### config.mk
export PLATFORM = sky130hd
export DESIGN_NAME = tensor_flip_address_generator
export DESIGN_NICKNAME = d
export VERILOG_FILES = /design/src/rtl/tfag_pkg.sv /design/src/rtl/tfag_cfg_regs.sv /design/src/rtl/tfag_coord_ctr.sv /design/src/rtl/tfag_addr_pipe.sv /design/src/rtl/tensor_flip_address_generator.sv
export SDC_FILE = /design/constraint.sdc
export NUM_CORES = 2
export LEC_CHECK = 0
export BUFFER_PORTS_ARGS = -buffer_cell sky130_fd_sc_hd__buf_2
export CAP_MARGIN = 25
export CORE_AREA = 2 2 346 348
export CTS_CLUSTER_SIZE = 10
export DETAILED_ROUTE_END_ITERATION = 8
export DIE_AREA = 0 0 348 350
export PLACE_DENSITY = 0.65
export SYNTH_ARGS = -nofsm -noshare
export SYNTH_HDL_FRONTEND = slang
export SYNTH_HIERARCHICAL = 1
export SYNTH_SLANG_ARGS = --single-unit
export TNS_END_PERCENT = 20
### constraint.sdc
create_clock -name clk_i -period 9.4 [get_ports clk_i]
set_clock_uncertainty 0.05 [all_clocks]
set_input_delay 0 -clock clk_i [delete_from_list [all_inputs] [get_ports clk_i]]
set_output_delay 0 -clock clk_i [all_outputs]
set_load 0.005 [all_outputs]
### src/rtl/tfag_pkg.sv
// shared types, constants and helpers of the tensor flip address generator
package tfag_pkg;

  localparam int MaxRank  = 4;
  localparam int DimBits  = 8;
  localparam int SizeW    = DimBits + 1;
  localparam int AddrW    = 32;
  localparam int DataW    = 32;
  localparam int CfgIdxW  = 3;
  localparam int CfgDataW = SizeW;
  localparam int RankW    = (MaxRank > 1) ? $clog2(MaxRank) : 1;

  typedef logic [DimBits-1:0] coord_t;
  typedef logic [SizeW-1:0]   size_t;
  typedef logic [AddrW-1:0]   stride_t;
  typedef logic [DataW-1:0]   data_t;

  // register map: the size registers sit at indexes 0 to 3, then the flip mask
  localparam logic [CfgIdxW-1:0] RegSizeDim0 = 3'd0;
  localparam logic [CfgIdxW-1:0] RegFlipMask = 3'd4;

  localparam size_t SizeLimit = size_t'(1) << DimBits;

  // effective sizes and strides handed from the register block to the datapath
  typedef struct packed {
    size_t   [MaxRank-1:0] size;
    logic    [MaxRank-1:0] flip;
    stride_t [MaxRank-1:0] stride;
    logic                  busy;
  } cfg_t;

  // a zero size acts as one, anything above the limit is clamped to it
  function automatic size_t eff_size(input size_t s);
    size_t r;
    if (s == '0) begin
      r = size_t'(1);
    end else if (s > SizeLimit) begin
      r = SizeLimit;
    end else begin
      r = s;
    end
    return r;
  endfunction

endpackage

### src/rtl/tfag_cfg_regs.sv
// configuration registers and the stride sequencer
module tfag_cfg_regs (
  input  logic                            clk_i,
  input  logic                            rst_ni,
  input  logic                            cfg_valid_i,
  input  logic [tfag_pkg::CfgIdxW-1:0]    cfg_index_i,
  input  logic [tfag_pkg::CfgDataW-1:0]   cfg_data_i,
  output tfag_pkg::cfg_t                  cfg_o
);

  tfag_pkg::size_t   size_q   [tfag_pkg::MaxRank];
  logic [tfag_pkg::MaxRank-1:0] flip_q;
  tfag_pkg::stride_t stride_q [tfag_pkg::MaxRank];
  logic                         busy_q;
  logic [tfag_pkg::RankW-1:0]   dim_q;
  logic [tfag_pkg::RankW-1:0]   dim_nxt;
  tfag_pkg::stride_t            prod;

  // one stride per cycle while no new write arrives, from the inner dimensions outward
  assign dim_nxt = dim_q + tfag_pkg::RankW'(1);
  assign prod    = stride_q[dim_nxt]
                 * tfag_pkg::AddrW'(tfag_pkg::eff_size(size_q[dim_nxt]));

  always_ff @(posedge clk_i or negedge rst_ni) begin
    if (!rst_ni) begin
      for (int k = 0; k < tfag_pkg::MaxRank; k++) begin
        size_q[k]   <= tfag_pkg::size_t'(1);
        stride_q[k] <= tfag_pkg::stride_t'(1);
      end
      flip_q <= '0;
      busy_q <= 1'b0;
      dim_q  <= '0;
    end else begin
      if (cfg_valid_i) begin
        if (cfg_index_i < tfag_pkg::RegFlipMask) begin
          if (cfg_index_i - tfag_pkg::RegSizeDim0 < tfag_pkg::CfgIdxW'(tfag_pkg::MaxRank)) begin
            size_q[cfg_index_i[tfag_pkg::RankW-1:0]] <= cfg_data_i[tfag_pkg::SizeW-1:0];
          end
        end else if (cfg_index_i == tfag_pkg::RegFlipMask) begin
          flip_q <= cfg_data_i[tfag_pkg::MaxRank-1:0];
        end
        busy_q <= (tfag_pkg::MaxRank > 1);
        dim_q  <= tfag_pkg::RankW'(tfag_pkg::MaxRank - 2);
      end else if (busy_q) begin
        stride_q[dim_q] <= prod;
        if (dim_q == '0) begin
          busy_q <= 1'b0;
        end else begin
          dim_q <= dim_q - tfag_pkg::RankW'(1);
        end
      end
    end
  end

  always_comb begin
    for (int k = 0; k < tfag_pkg::MaxRank; k++) begin
      cfg_o.size[k]   = tfag_pkg::eff_size(size_q[k]);
      cfg_o.stride[k] = stride_q[k];
    end
    cfg_o.flip = flip_q;
    cfg_o.busy = busy_q;
  end

  // the innermost stride step must have used the current innermost size
  a_stride_inner: assert property (@(posedge clk_i) disable iff (!rst_ni)
    $fell(busy_q) |-> stride_q[tfag_pkg::MaxRank-2]
      == tfag_pkg::AddrW'(tfag_pkg::eff_size(size_q[tfag_pkg::MaxRank-1])))
    else $error("stride sequencer finished with a stale inner stride");

  a_inner_stride_one: assert property (@(posedge clk_i) disable iff (!rst_ni)
    stride_q[tfag_pkg::MaxRank-1] == tfag_pkg::stride_t'(1))
    else $error("innermost stride is not one");

endmodule

### src/rtl/tfag_coord_ctr.sv
// per-dimension coordinate counters, clamping and mirroring
module tfag_coord_ctr (
  input  logic                                     clk_i,
  input  logic                                     rst_ni,
  input  logic                                     acc_i,
  input  tfag_pkg::cfg_t                           cfg_i,
  output tfag_pkg::coord_t [tfag_pkg::MaxRank-1:0] coord_o,
  output logic                                     last_o
);

  tfag_pkg::coord_t ctr_q [tfag_pkg::MaxRank];
  tfag_pkg::coord_t ctr_d [tfag_pkg::MaxRank];
  logic [tfag_pkg::MaxRank-1:0] at_end;

  always_comb begin
    tfag_pkg::size_t  sm1;
    tfag_pkg::coord_t lim;
    tfag_pkg::coord_t c;
    logic             carry;
    for (int k = 0; k < tfag_pkg::MaxRank; k++) begin
      sm1       = cfg_i.size[k] - tfag_pkg::size_t'(1);
      lim       = sm1[tfag_pkg::DimBits-1:0];
      at_end[k] = (ctr_q[k] >= lim);
      c         = at_end[k] ? lim : ctr_q[k];
      coord_o[k] = cfg_i.flip[k] ? (lim - c) : c;
    end
    // innermost first, carry outward while a dimension wraps
    carry = 1'b1;
    for (int k = tfag_pkg::MaxRank - 1; k >= 0; k--) begin
      ctr_d[k] = ctr_q[k];
      if (carry) begin
        ctr_d[k] = at_end[k] ? '0 : ctr_q[k] + tfag_pkg::coord_t'(1);
      end
      carry = carry & at_end[k];
    end
  end

  assign last_o = &at_end;

  always_ff @(posedge clk_i or negedge rst_ni) begin
    if (!rst_ni) begin
      for (int k = 0; k < tfag_pkg::MaxRank; k++) begin
        ctr_q[k] <= '0;
      end
    end else if (acc_i) begin
      for (int k = 0; k < tfag_pkg::MaxRank; k++) begin
        ctr_q[k] <= ctr_d[k];
      end
    end
  end

  a_wrap_zero: assert property (@(posedge clk_i) disable iff (!rst_ni)
    acc_i && last_o |=> ctr_q[0] == '0 && ctr_q[tfag_pkg::MaxRank-1] == '0)
    else $error("counters did not return to zero after the final element");

  a_advance: assert property (@(posedge clk_i) disable iff (!rst_ni)
    acc_i && !last_o |=> ctr_q[tfag_pkg::MaxRank-1] != $past(ctr_q[tfag_pkg::MaxRank-1])
      || ctr_q[0] != $past(ctr_q[0]) || ctr_q[1] != $past(ctr_q[1])
      || ctr_q[2] != $past(ctr_q[2]))
    else $error("counters did not advance on an accepted element");

endmodule

### src/rtl/tfag_addr_pipe.sv
// coordinate, product and sum stages ending in the output register
module tfag_addr_pipe (
  input  logic                                     clk_i,
  input  logic                                     rst_ni,
  input  logic                                     acc_i,
  input  logic                                     adv_i,
  input  tfag_pkg::coord_t [tfag_pkg::MaxRank-1:0] coord_i,
  input  logic                                     last_i,
  input  tfag_pkg::data_t                          value_i,
  input  tfag_pkg::cfg_t                           cfg_i,
  output logic                                     out_valid_o,
  output tfag_pkg::stride_t                        addr_o,
  output tfag_pkg::data_t                          value_o,
  output logic                                     last_o
);

  logic a_vld_q, b_vld_q, c_vld_q;
  tfag_pkg::coord_t  a_coord_q [tfag_pkg::MaxRank];
  tfag_pkg::data_t   a_val_q, b_val_q, c_val_q;
  logic              a_last_q, b_last_q, c_last_q;
  tfag_pkg::stride_t b_prod_q [tfag_pkg::MaxRank];
  tfag_pkg::stride_t c_addr_q;
  tfag_pkg::stride_t sum_d;

  always_comb begin
    sum_d = '0;
    for (int k = 0; k < tfag_pkg::MaxRank; k++) begin
      sum_d = sum_d + b_prod_q[k];
    end
  end

  always_ff @(posedge clk_i or negedge rst_ni) begin
    if (!rst_ni) begin
      a_vld_q <= 1'b0;
      b_vld_q <= 1'b0;
      c_vld_q <= 1'b0;
    end else if (adv_i) begin
      a_vld_q <= acc_i;
      b_vld_q <= a_vld_q;
      c_vld_q <= b_vld_q;
    end
  end

  always_ff @(posedge clk_i) begin
    if (adv_i) begin
      for (int k = 0; k < tfag_pkg::MaxRank; k++) begin
        a_coord_q[k] <= coord_i[k];
        b_prod_q[k]  <= tfag_pkg::AddrW'(a_coord_q[k]) * cfg_i.stride[k];
      end
      a_val_q  <= value_i;
      a_last_q <= last_i;
      b_val_q  <= a_val_q;
      b_last_q <= a_last_q;
      c_addr_q <= sum_d;
      c_val_q  <= b_val_q;
      c_last_q <= b_last_q;
    end
  end

  assign out_valid_o = c_vld_q;
  assign addr_o      = c_addr_q;
  assign value_o     = c_val_q;
  assign last_o      = c_last_q;

  a_bubble_moves: assert property (@(posedge clk_i) disable iff (!rst_ni)
    adv_i && b_vld_q |=> c_vld_q)
    else $error("a beat was lost between the product and output stages");

endmodule

### src/rtl/tensor_flip_address_generator.sv
// top level of the tensor flip address generator
//
// elements of a row-major tensor of up to four dimensions enter on the input
// channel in source order, one beat each (in_valid_i / in_stall_o). for every
// beat one result leaves on the output channel (out_valid_o / out_stall_i):
// the flipped destination address, the element unchanged, and a flag on the
// final element of the tensor, after which the counters are back at zero.
// the result passes the three register stages (coordinates, products,
// address sum) before out_valid_o rises. a beat can be accepted on every
// cycle while neither the receiver nor the stride sequencer holds the input,
// as the counters update on each accepted beat.
// while the receiver stalls with a result waiting, the whole pipeline holds
// and in_stall_o is raised; nothing is dropped.
// sizes and the flip mask are written on the cfg channel, which is always
// ready. a write starts the stride sequencer, one multiply per cycle for each
// stride above the innermost, and the input is stalled until it finishes.
// reset clears the counters, sets all sizes to one, the flip mask to zero and
// empties the pipeline.
module tensor_flip_address_generator (
  input  logic                            clk_i,
  input  logic                            rst_ni,
  input  logic                            cfg_valid_i,
  output logic                            cfg_ready_o,
  input  logic [tfag_pkg::CfgIdxW-1:0]    cfg_index_i,
  input  logic [tfag_pkg::CfgDataW-1:0]   cfg_data_i,
  input  logic                            in_valid_i,
  output logic                            in_stall_o,
  input  logic [31:0]                     element_value_i,
  output logic                            out_valid_o,
  input  logic                            out_stall_i,
  output logic [31:0]                     dest_address_o,
  output logic [31:0]                     element_out_o,
  output logic                            last_element_o
);

  tfag_pkg::cfg_t cfg;
  tfag_pkg::coord_t [tfag_pkg::MaxRank-1:0] coord;
  logic last;
  logic adv;
  logic acc;

  assign cfg_ready_o = 1'b1;
  assign adv         = !out_valid_o || !out_stall_i;
  assign in_stall_o  = !adv || cfg.busy;
  assign acc         = in_valid_i && !in_stall_o;

  tfag_cfg_regs u_cfg (
    .clk_i       (clk_i),
    .rst_ni      (rst_ni),
    .cfg_valid_i (cfg_valid_i),
    .cfg_index_i (cfg_index_i),
    .cfg_data_i  (cfg_data_i),
    .cfg_o       (cfg)
  );

  tfag_coord_ctr u_ctr (
    .clk_i   (clk_i),
    .rst_ni  (rst_ni),
    .acc_i   (acc),
    .cfg_i   (cfg),
    .coord_o (coord),
    .last_o  (last)
  );

  tfag_addr_pipe u_pipe (
    .clk_i       (clk_i),
    .rst_ni      (rst_ni),
    .acc_i       (acc),
    .adv_i       (adv),
    .coord_i     (coord),
    .last_i      (last),
    .value_i     (element_value_i),
    .cfg_i       (cfg),
    .out_valid_o (out_valid_o),
    .addr_o      (dest_address_o),
    .value_o     (element_out_o),
    .last_o      (last_element_o)
  );

endmodule

# Yosys cells after proc, flatten, opt, wreduce, memory -nomap -nowiden
# Memory sizes are Yosys's and may differ from the RTL's.
# Index checks and enable logic that the tools add are counted.
# totals
output_inout_bits	68
mem_bits_rw	160
wordCells	139
regBits	337
in_bits	49
n_memories	2
# memory_table
name	words	width	read_ports	rd_ports_with_merged_regs	wr	line	source
u_pipe.b_prod_q	4	32	4	0	4	tfag_addr_pipe.sv:21	tfag_pkg::stride_t b_prod_q [tfag_pkg::MaxRank];
u_pipe.a_coord_q	4	8	4	0	4	tfag_addr_pipe.sv:18	tfag_pkg::coord_t a_coord_q [tfag_pkg::MaxRank];
# classes
n_eq_ne	2
n_mux	42
n_reduce_logical	24
order_cmp	15
addsub	17
n_mul	5
bitwise	7
# op_table
op	count
$mux 8	20
$bwmux 128	1
$mul 8x32->32	4
$add 32x32->32	3
$mux 32	3
$bmux 32 s2	1
$demux 32 s2	1
$gt 9x9->1 const B	5
$logic_not 9->1	5
$mux 9	5
$bwmux 36	1
$add 8x1->8 const B	4
$ge 8x8->1	4
$mul 32x9->32	1
$sub 8x1->8 const B	4
$sub 8x8->8	4
$bmux 9 s2	1
$demux 9 s2	1
$reduce_and 2->1	6
$ge 3x3->1 const B	3
$not 2->3	3
$lt 3x1->1 const B	2
$mux 2	3
$mux 1	5
14 further kinds	22

# Logic depth before layout (Yosys ltp)
# depth
depth_word	10
mapped_depth	35
ltp_nobuf	29

# Hierarchy
# Netlist, hierarchy kept.
# by_module_without_submodules
module	n_inst	area_each_um2	cells_each	seq_area_each_um2
tfag_addr_pipe	1	37753.7	3526	8813.5
tfag_cfg_regs	1	15307.2	1666	4289.1
tfag_coord_ctr	1	5436.5	760	800.8
tensor_flip_address_generator	1	32.5	6	0.0

# Worst setup path before layout
# OpenSTA, ideal clock, no wires.
# synth_timing
kind	flip-flop to flip-flop
start	register u_cfg/dim_q[0] in the netlist's numbering
end	register u_cfg.stride_q (netlist bit u_cfg/cfg_o[124])
n_path_buf	8
t_required_ns	9.197
setup_slack_ns	1.305
path_stages_with_launch	31
arrival_time_ns	7.893
path_cell_list	dfrtp_1 -> buf_6 -> buf_6 -> buf_1 -> inv_1 -> ha_1 -> buf_2 -> buf_2 -> buf_1 -> buf_1 -> buf_2 -> mux2i_1 -> nand2_1 -> o21ai_0 -> nor2_1 -> fa_1 -> fa_1 -> fa_1 -> inv_1 -> fa_1 -> inv_1 -> ha_1 -> a21o_1 -> a21o_1 -> a21oi_1 -> o21ai_0 -> a21bo_2 -> o21ai_1 -> a21oi_1 -> a2111oi_0 -> o21ai_0
# synth_via
elab_chain_len	10
# synth_rtl
item	line	source
start, declared	tfag_cfg_regs.sv:15	logic [tfag_pkg::RankW-1:0] dim_q;
start signal, assigned	tfag_cfg_regs.sv:43	dim_q <= tfag_pkg::RankW'(tfag_pkg::MaxRank - 2);
start signal, assigned	tfag_cfg_regs.sv:49	dim_q <= dim_q - tfag_pkg::RankW'(1);
$add 2x1->2	tfag_cfg_regs.sv:20	assign dim_nxt = dim_q + tfag_pkg::RankW'(1);
$not 2->3 (not written as such)	tfag_cfg_regs.sv:21, tfag_cfg_regs.sv:22	
$bmux 9 s2	tfag_cfg_regs.sv:22	* tfag_pkg::AddrW'(tfag_pkg::eff_size(size_q[dim_nxt]));
$mux 9 (not written as such) (2 in series)	tfag_cfg_regs.sv:22	
$gt 9x9->1	tfag_pkg.sv:37	end else if (s > SizeLimit) begin
$mux 9	tfag_pkg.sv:37	
$mux 9	tfag_pkg.sv:35	if (s == '0) begin
$mul 32x9->32	tfag_cfg_regs.sv:22	
$bwmux 128 *	tfag_cfg_regs.sv:45	stride_q[dim_q] <= prod;
end signal, assigned by index	tfag_cfg_regs.sv:28	stride_q[k] <= tfag_pkg::stride_t'(1);
end signal, assigned by index	tfag_cfg_regs.sv:45	
end, declared	tfag_cfg_regs.sv:13	tfag_pkg::stride_t stride_q [tfag_pkg::MaxRank];
# Every way passes the cells marked *; elsewhere a longest branch is shown, timed or not. The select of a mux whose other input is x is not followed.
# A chain may end at the register's enable or synchronous reset.

# Worst setup path in the final report
# Same ends and word-level chain as after synthesis.

==> metrics.yaml <==
outcome:
  status: "completed"
placed_design:
  dp_hpwl_mm: 127
  port_buffers: 115
  gp_congestion: 0.957
synthesis:
  synthCells: 5954
  synth_nets: 7155
  netlist_area_sq_um: 58500
  yosys_warnings: 6
  syn_area_per_cell_sq_um: 9.83
hold_path:
  hp-class: "in2reg"
  min_path_cells: 2
  min_to: "u_pipe/a_val_q[5]$_DFFE_PP_"
  worstHoldStart: "element_value_i[5]"
clocking:
  cts_buffers: 61
  cts_buffer_depth: 3
  cts.clk_slew.worst_paths_ns: 0.06
  root_buffer: "clkbuf_16"
  clock-sinks: 497
  htreeDepth: 2
  cts_tree: "yes"
  clock_latency_ns: 0.69
floorplan:
  dieArea_sq_um: 122000
  die_h_um: 350
  core_sq_um: 118000
  rows: 126
  start_util_pct: 49.7
  fp.dieW_um: 348
  pin_count: 117
timing:
  period_minus_slack_ns: 8.61
  tightest_slew_ns: 1.16
  slew-limit-headroom_pct: 21.9
  fmax_mhz: 116
  rsz0062_at_grt: "no"
  slew_violations: 0
  setup_tns_ns: 0
  setup_viol: 0
  hold_viol_final: 0
  period_share_pct: 91.6
grt:
  grt_max_degree: 164
  antenna_found_initial: 8
  grt_pass1_vias: 43900
  grt_pass1_wl_mm: 253
  grt_overflow_total: 0
  grt_usage_pct: 27.0
cells_and_area:
  drive_above_1_share_pct: 7.09
  layout.nets: 7263
  synthToLayoutAreaGrowth_pct: 8.31
routing:
  drt_pass1_iterations: 5
  antenna_left: 0
  vias: 42600
  wl_per_cell_um: 21.1
  totalWireLength_mm: 161
  drc: 0
  first_iter_violations: 3065
  routed_via_density: 5.57
worst_setup_path:
  cp_max_fo: 54
  rr_startpoint: "u_cfg/dim_q[0]$_DFFE_PN0P_"
  path_class: "reg2reg"
  rr_endpoint: "u_cfg/cfg_o[124]$_DFFE_PN0P_"
  cp.arrival_ns: 9.06
  worstSetupEndpointType: "flip-flop"
  cp-startpoint: "u_cfg/dim_q[0]$_DFFE_PN0P_"
  worstPathCellList: "inv_1, ha_4, buf_4, mux2_2, o21ai_0, nor2_1, fa_1, fa_1, fa_1, inv_1, fa_1, inv_1, ha_1, a21o_1, a21oi_1, o21ba_2, o211a_1, nor4bb_1, o21ai_1, nor4b_1, a2111oi_0, o21ai_0"
  startpoint_type: "flip-flop"
  cpMostUsedCell: "fa_1"
  reg2reg_depth: 22
  slowest_stage: "o21ai_0"
  critPathRequiredTime_ns: 9.85
  cpPeakStageDelay_ns: 0.89
  r2r_slack_ns: 0.79
job:
  maxCapViolCount: 0
[how the worst max path moves through the flow]
| stage | endpoint | cells after the start |
|---|---|---|
| after floorplan | u_cfg/cfg_o[124]$_DFFE_PN0P_ | 30 |
| after global placement | u_cfg/cfg_o[92]$_DFFE_PN0P_ | 22 |
| after detailed placement | u_cfg/cfg_o[124]$_DFFE_PN0P_ | 22 |
| after CTS | u_cfg/cfg_o[124]$_DFFE_PN0P_ | 22 |
| after global routing | u_cfg/cfg_o[124]$_DFFE_PN0P_ | 22 |
| final | u_cfg/cfg_o[124]$_DFFE_PN0P_ | 22 |
[metal layers]
layer | vias to the layer above | routed length [um] | track usage, %
li1 | 19500 | - | -
met1 | 21600 | 70500 | 37.1
met2 | 1285 | 76400 | 45.0
met3 | 203 | 10000 | 3.55
met4 | 0 | 4470 | 7.32
met5 | - | 0 | 0
[registers in the layout (all words and copies together) (netlist names)]
register	flops
u_cfg/cfg_o	128
u_pipe/b_prod_q	128
u_cfg/size_q	36
u_ctr/ctr_q	32
u_pipe/a_coord_q	32
u_pipe/a_val_q	32
u_pipe/addr_o	32
u_pipe/b_val_q	32
u_pipe/value_o	32
u_cfg/flip_q	4
u_cfg/dim_q	2
u_cfg/busy_q	1
u_pipe/a_last_q	1
u_pipe/a_vld_q	1
u_pipe/b_last_q	1
u_pipe/b_vld_q	1
u_pipe/last_o	1
u_pipe/out_valid_o	1
[what timing repair did]
item                       4_1_cts  5_1_grt
resized for setup                0        0
hold endpoints to repair       215        0
buffers inserted                 0        0
setup endpoints to repair        0        0
hold buffers                    83        0
[placed cells by master (no fill, tap or decap), types with 12 or more instances in the layout]
cell and instances:
a21oi_1 188, dfrtp_1 197, or4_1 17, nand4_1 30, nand2_1 662, o22ai_1 12
edfxtp_1 291, xor2_1 71, or3_1 13, buf_4 50, a21o_1 63, a31oi_1 25
a211oi_1 20, buf_2 114, clkbuf_1 32, mux2_2 73, and2_1 700, o21a_1 61
nand2b_1 42, o21ai_0 286, xnor2_1 159, o21bai_1 23, o31ai_1 22, and3_1 45
ha_1 282, inv_1 808, fa_1 869, nand3_1 73, mux4_2 20, nor2b_1 58
dlygate4sd3_1 82, mux2i_1 48, o21ai_1 17, nor2_1 287, nor3_1 57, clkbuf_16 62
nor4_1 13
[through the flow]
| stage | worst slack, ns | cells | utilization, % | hold WS [ns] | instance area (sq um) |
|---|---|---|---|---|---|
| 2_1_floorplan | 1.30 | 5954 | - | -0.346 | 58500 |
| 3_3_place_gp | 1.14 | 7450 | 51.5 | 0.0139 | 60600 |
| 3_5_place_dp | 1.04 | 7450 | 51.5 | 0.0269 | 60600 |
| 4_1_cts | 1.00 | 7643 | 53.8 | 0.00193 | 63300 |
| 5_1_grt | 0.532 | 7645 | 53.8 | 0.0314 | 63400 |
| 6_report | 0.790 | 7649 | 53.8 | 0.0333 | 63400 |
[layout make-up]
type / instances / area [sq um]
clock buffers: 96 / 1700
diodes: 4 / 10.0
multi-input cells: 4443 / 40800
well taps: 1536 / 1920
repair buffers: 251 / 1880
flip-flops and latches: 497 / 13900
clock inverters: 14 / 155
inverters: 808 / 3030
fillers: 10600 / 54400
[critical path, delay by kind of cell, from the launching register on]
family | cells | cell delay [ns]
buffers and inverters | 4 | 1.09
AOI/OAI and AO/OA | 8 | 2.85
and+or+nand+nor | 3 | 0.87
muxes | 1 | 0.43
adders and majority gates | 6 | 2.65
DFF | 1 | 0.39
Power is left out: the tool's default activity adds up to more than one toggle a clock period on the data nets, which glitch-free logic cannot reach.
